File: src/hdl/ecs_pkg.sv
`default_nettype none

package ecs_pkg;

  localparam int ByteW   = 8;
  localparam int LenW    = 12;
  localparam int PktSeqW = 3;
  localparam int ChunkW  = 8;
  localparam int FrameB  = 8;
  localparam int PosW    = 3;

  // One input word after the input register
  typedef struct packed {
    logic [ByteW-1:0] data_byte;
    logic [LenW-1:0]  packet_length;
    logic             last_byte;
  } item_t;

  // One finished CAN frame
  typedef struct packed {
    logic [PktSeqW-1:0]           packet_seq;
    logic [ChunkW-1:0]            chunk_seq;
    logic [FrameB-1:0][ByteW-1:0] bytes;
    logic                         last_frame;
  } frame_t;

endpackage

`default_nettype wire

File: src/hdl/ethernet_to_can_segmenter.sv
`default_nettype none

// Channel   Dir  Word contents
// s_*       in   one packet byte with packet length; tlast marks the last byte
// m_*       out  one CAN frame with sequence tags; tlast marks the last frame
//
// Each byte passes an input register and then the assembly logic, which
// loads the result register when a frame closes: one byte per cycle unless a
// closing byte waits on a stalled m_*; a closed frame leaves from the result register.
// Reset clears the packet counter, the partial frame and both valid flags.
// A stall on m_* holds the frame; bytes that do not close a frame still go in.

module ethernet_to_can_segmenter
  import ecs_pkg::*;
#(
  parameter int MAX_PACKET_BYTES = 2048
) (
  input  wire logic        clk,
  input  wire logic        rst,
  input  wire logic        s_tvalid,
  output logic             s_tready,
  input  wire logic [23:0] s_tdata,  // data_byte[7:0], packet_length[19:8], zero[23:20]
  input  wire logic        s_tlast,
  output logic             m_tvalid,
  input  wire logic        m_tready,
  output logic [79:0]      m_tdata,  // packet_seq[2:0], chunk_seq[10:3], byte0..byte7
                                     // at [18:11]..[74:67], zero[79:75]
  output logic             m_tlast
);

  item_t  in_item;
  item_t  item;
  logic   item_valid;
  logic   item_take;
  frame_t frame;

  // Unpack the input word
  assign in_item.data_byte     = s_tdata[7:0];
  assign in_item.packet_length = s_tdata[19:8];
  assign in_item.last_byte     = s_tlast;

  ecs_in_stage u_in (
    .clk        (clk),
    .rst        (rst),
    .in_valid   (s_tvalid),
    .in_ready   (s_tready),
    .in_item    (in_item),
    .item_valid (item_valid),
    .item       (item),
    .item_take  (item_take)
  );

  ecs_assemble #(
    .MAX_PACKET_BYTES (MAX_PACKET_BYTES)
  ) u_asm (
    .clk         (clk),
    .rst         (rst),
    .item_valid  (item_valid),
    .item        (item),
    .item_take   (item_take),
    .frame_valid (m_tvalid),
    .frame       (frame),
    .frame_ready (m_tready)
  );

  // Pack the output word
  always_comb begin
    m_tdata        = '0;
    m_tdata[2:0]   = frame.packet_seq;
    m_tdata[10:3]  = frame.chunk_seq;
    for (int k = 0; k < FrameB; k++) begin
      m_tdata[11 + 8*k +: 8] = frame.bytes[k];
    end
    m_tlast = frame.last_frame;
  end

endmodule

`default_nettype wire

File: src/hdl/ecs_in_stage.sv
`default_nettype none

module ecs_in_stage
  import ecs_pkg::*;
(
  input  wire logic  clk,
  input  wire logic  rst,
  input  wire logic  in_valid,
  output logic       in_ready,
  input  wire item_t in_item,
  output logic       item_valid,
  output item_t      item,
  input  wire logic  item_take
);

  // Accept a new word when empty or when the held word moves on
  assign in_ready = !item_valid || item_take;

  // Hold the accepted word
  always_ff @(posedge clk) begin
    if (rst) begin
      item_valid <= 1'b0;
    end else if (in_ready) begin
      item_valid <= in_valid;
    end
    if (in_valid && in_ready) begin
      item <= in_item;
    end
  end

endmodule

`default_nettype wire

File: src/hdl/ecs_assemble.sv
`default_nettype none

module ecs_assemble
  import ecs_pkg::*;
#(
  parameter int MAX_PACKET_BYTES = 2048
) (
  input  wire logic  clk,
  input  wire logic  rst,
  input  wire logic  item_valid,
  input  wire item_t item,
  output logic       item_take,
  output logic       frame_valid,
  output frame_t     frame,
  input  wire logic  frame_ready
);

  localparam logic [15:0] MaxLen = 16'(MAX_PACKET_BYTES);

  logic [PktSeqW-1:0]           pkt_cnt;
  logic [ChunkW-1:0]            chunk_cnt;
  logic [PosW-1:0]              fill;
  logic                         first;
  logic [FrameB-1:0][ByteW-1:0] buffer;

  logic [PosW-1:0]              wr_idx;
  logic                         emit;
  logic [PktSeqW-1:0]           pkt_cnt_next;
  logic                         out_free;
  logic [15:0]                  len_ext;
  logic [15:0]                  len_clip;
  logic [ByteW-1:0]             count;
  frame_t                       frame_next;

  // Frame count byte: 1 + ceil((len-7)/8) reduces to 1 + len/8 for len >= 8
  always_comb begin
    len_ext  = {4'b0, item.packet_length};
    len_clip = (len_ext > MaxLen) ? MaxLen : len_ext;
    if (len_clip <= 16'd7) begin
      count = 8'd1;
    end else begin
      count = 8'(16'd1 + (len_clip >> 3));
    end
  end

  // Place of the new byte and whether it closes the frame
  always_comb begin
    wr_idx       = first ? fill + 3'd1 : fill;
    emit         = item.last_byte || (first ? (fill >= 3'd6) : (fill == 3'd7));
    pkt_cnt_next = (first && fill == '0) ? pkt_cnt + 3'd1 : pkt_cnt;
    out_free     = !frame_valid || frame_ready;
    item_take    = item_valid && (!emit || out_free);
  end

  // Build the outgoing frame from the buffer plus the current byte
  always_comb begin
    frame_next.packet_seq = pkt_cnt_next;
    frame_next.chunk_seq  = chunk_cnt;
    frame_next.last_frame = item.last_byte;
    for (int k = 0; k < FrameB; k++) begin
      frame_next.bytes[k] = (PosW'(k) == wr_idx) ? item.data_byte : buffer[k];
    end
    if (first) begin
      frame_next.bytes[0] = count;
    end
  end

  // Advance packet state and load the result register
  always_ff @(posedge clk) begin
    if (rst) begin
      pkt_cnt     <= '0;
      chunk_cnt   <= '0;
      fill        <= '0;
      first       <= 1'b1;
      buffer      <= '0;
      frame_valid <= 1'b0;
    end else begin
      if (item_take && emit) begin
        frame_valid <= 1'b1;
      end else if (frame_ready) begin
        frame_valid <= 1'b0;
      end
      if (item_take) begin
        pkt_cnt <= pkt_cnt_next;
        if (emit) begin
          frame       <= frame_next;
          buffer      <= '0;
          fill        <= '0;
          chunk_cnt   <= item.last_byte ? '0 : chunk_cnt + 8'd1;
          first       <= item.last_byte;
        end else begin
          buffer[wr_idx] <= item.data_byte;
          fill           <= fill + 3'd1;
        end
      end
    end
  end

endmodule

`default_nettype wire

File: config.mk
export PLATFORM = sky130hd
export DESIGN_NAME = ethernet_to_can_segmenter
export DESIGN_NICKNAME = d
export VERILOG_FILES = /design/src/hdl/ecs_pkg.sv /design/src/hdl/ethernet_to_can_segmenter.sv /design/src/hdl/ecs_in_stage.sv /design/src/hdl/ecs_assemble.sv
export SDC_FILE = /design/constraint.sdc
export NUM_CORES = 1
export LEC_CHECK = 0
export ABC_CLOCK_PERIOD_IN_PS = 6350
export BUFFER_PORTS_ARGS = -buffer_cell sky130_fd_sc_hd__buf_4
export CORE_ASPECT_RATIO = 1.5
export CORE_UTILIZATION = 48
export DETAILED_ROUTE_END_ITERATION = 10
export PLACE_DENSITY = 0.75
export SETUP_SLACK_MARGIN = 0.15
export SKIP_LAST_GASP = 1
export SYNTH_ARGS = -nofsm -noshare
export SYNTH_HDL_FRONTEND = slang
export SYNTH_SLANG_ARGS = --single-unit
File: constraint.sdc
create_clock -name clk -period 6.35 [get_ports clk]
set_clock_uncertainty 0.2 [all_clocks]
set_input_delay 0 -clock clk [delete_from_list [all_inputs] [get_ports clk]]
set_output_delay 0 -clock clk [all_outputs]
set_load 0.005 [all_outputs]
==> metrics.yaml <==
run_status:
  status: "finished clean"
sta:
  final-hold-violation-count: 0
  rsz0062_at_grt: "no"
  fmax_ghz: 0.2870
  setup_violations: 0
  slew_viol_final: 0
  period_needed_ps: 3484
  fin_ws_ps: 2866
  relSlewSlack_pct: 22.36
  tightest_slew_ps: 1165
  finalCritPeriodShare_pct: 54.87
  finalSetupTns_ps: 0
  finalHoldWorstSlack_ps: 85.01
placed_design:
  hpwlAfterDp_microns: 10780
  dpl_cell_area_sq_um: 8110
  dpl.cell_count: 898
  io_buffer_count: 102
  post-place-ws_ps: 2894
  gp_congestion: 0.8239
yosys:
  synth_top_family_by_area: "compound AO/OA/AOI/OAI gates"
  yosys_warnings: 0
  synth_top_flop_cell: "edfxtp_1"
  synth_compound_area_share_pct: 16.46
  ys_types: 46
  yosysSeqAreaShare_pct: 62.33
  syn_area_sq_um: 7274
  synth_top_area_share_pct: 40.04
  async_flop_share_pct: 0
  synth_top_cell_by_area: "edfxtp_1"
  synthMuxAreaShare_pct: 2.924
  syn_inst: 642
  synth_xor_area_share_pct: 0.9632
  synth_seq_cells: 178
  syn_area_per_cell_sq_um: 11.33
  synth_edf_count: 97
  synthSimpleGateAreaFrac_pct: 9.529
  synthAdderAreaFrac_pct: 1.032
  synth_area_leaders: "edfxtp_1 40%, dfxtp_1 22%, o32ai_1 7.8%, o21ai_0 3.9%, inv_1 3.6%"
drt:
  detail_route.wl_per_cell_microns: 17.94
  vias: 5341
  drtAntennaViolNets: 0
  dr.pass1.iters: 6
  drt_iter0_markers: 320
  drc: 0
  vias_per_cell: 5.587
  routed_wl_microns: 17160
min_path:
  hold_path_class: "primary input to flop"
critical_path:
  path_max_fanout: 49
  cp_top_family: "simple AND/OR/NAND/NOR gates"
  worstSetupPathType: "flop to flop"
  crit_slowest_cell: "nor2_4"
  cp_data_arrival_time_ps: 3340
  worstSetupStartpointType: "flop"
  crit_chain: "ha_1 -> ha_1 -> nor2b_1 -> o311ai_2 -> buf_4 -> nor2_4 -> buf_4"
  end_kind: "flop"
  required_ps: 6210
  slowest_delay_ps: 650
  critical_path_buf_inv_count: 2
floorplanning:
  ios: 112
  die_w_microns: 102.5
  coreArea_sq_um: 14660
  chipHeight_microns: 152.8
  start_util_pct: 49.62
  die_area_sq_um: 15660
  rows: 54
cts:
  cts_tree: "built"
  path_clk_slew_ps: 70
  hold_buffers: 26
  cts.sinks: 178
  cts_buffers: 17
  htreeDepth: 4
  clk_latency_ps: 430
  cts_root_buffer: "clkbuf_16"
  cts_setup_buffers: 0
  clk_path_buf_depth: 2
  post_cts_resized: 0
grt:
  grt_max_degree: 86
  first_global_vias: 5140
  overflow: 0
  grtUsageTotal_pct: 22.43
  grt_pass1_wl_microns: 26340
  antenna_found_initial: 0
cells_and_area:
  stdcell_count: 956
  syn_to_final_growth_pct: 22.93
  final_common_cell: "buf_4"
  fin_area_sq_um: 8942
  insertedDiodeCount: 0
  drive_gt1_share_pct: 20.53
  most-common-layout-cells: "105 x buf_4, 97 x edfxtp_1, 81 x dfxtp_1, 70 x inv_1, 66 x nand2_1"
  fin_util_pct: 60.99
  final_nets: 782
power_and_ir_drop:
  power.leakage_nw: 3.112
  vdd_ir_drop_max_v: 0.0002049
  power.density_nw_per_um2: 272.0
  power_mw: 2.433
job:
  maxCapViolations: 0
-- worst reg2reg max path: stages (launching register included) --
cell	delay, ps
dfxtp_1	570
ha_1	230
ha_1	140
nor2b_1	340
o311ai_2	120
buf_4	210
nor2_4	650
buf_4	620
-- per-layer routing --
metal / share of wire, % / GRT usage [%]
met1: 38 / 26.25
met2: 53 / 38.10
met3: 6.5 / 5.688
met4: 3.2 / 9.728
met5: 0 / 0
-- area by class of cell --
cell class / instances / area, sq um
Timing Repair Buffer: 131 / 1049
Inverter: 70 / 262.8
Tap cell: 196 / 245.2
Clock buffer: 17 / 425.4
Multi-Input combinational cell: 349 / 2280
Sequential cell: 178 / 4534
Clock inverter: 15 / 146.4
Fill cell: 1140 / 5719
-- cells by family (layout without fill, tap and decap cells) --
logic type               count (synthesis)  after routing
adder cells (fa/ha/maj)                  6              6
other                                    1              5
flip-flops                             178            178
AO/OA/AOI/OAI                          169            169
multiplexers                            20             20
XOR/XNOR                                 8              8
AND/OR/NAND/NOR                        141            141
buffers and inverters                  119            233
-- cell usage after synthesis, types with 7 or more instances --
cell type and instances:
o22ai_1 9, mux2i_1 10, nand2b_1 20, clkbuf_1 25, a22oi_1 7, dfxtp_1 81
inv_1 70, nor2_1 11, or3_1 9, o32ai_1 65, edfxtp_1 97, a21oi_1 19
buf_1 11, nor2b_1 10, nand2_1 66, o21ai_0 56, mux2_2 10
-- where the power goes --
part / total (mW) / internal, mW / switching [mW]
Sequential: 1.26 / 1.24 / 0.0269
Clock: 1.02 / 0.552 / 0.471
Combinational: 0.147 / 0.0650 / 0.0823
Total: 2.43 / 1.85 / 0.580
-- sequential cells by signal (all words and copies together) (netlist names) --
register           count
u_asm.first            1
u_asm.pkt_cnt          3
u_in.item_valid        1
u_asm.chunk_cnt        8
u_asm.frame           76
u_asm.buffer          64
u_asm.fill             3
u_asm.frame_valid      1
u_in.item             21
-- final timing paths --
path | from | end | slack (ps) | depth (start not counted)
worst max register to register | u_asm.fill[1] | u_asm.frame[21] | 2870 | 7
worst min-delay path | s_tdata[6] | u_in.item[19] | 90 | 2
worst min register to register | u_asm.chunk_cnt[3] | u_asm.frame[68] | 270 | 0
worst max-delay path | u_asm.fill[1] | u_asm.frame[21] | 2870 | 7
No activity file was read; power rests on OpenSTA's default activity.
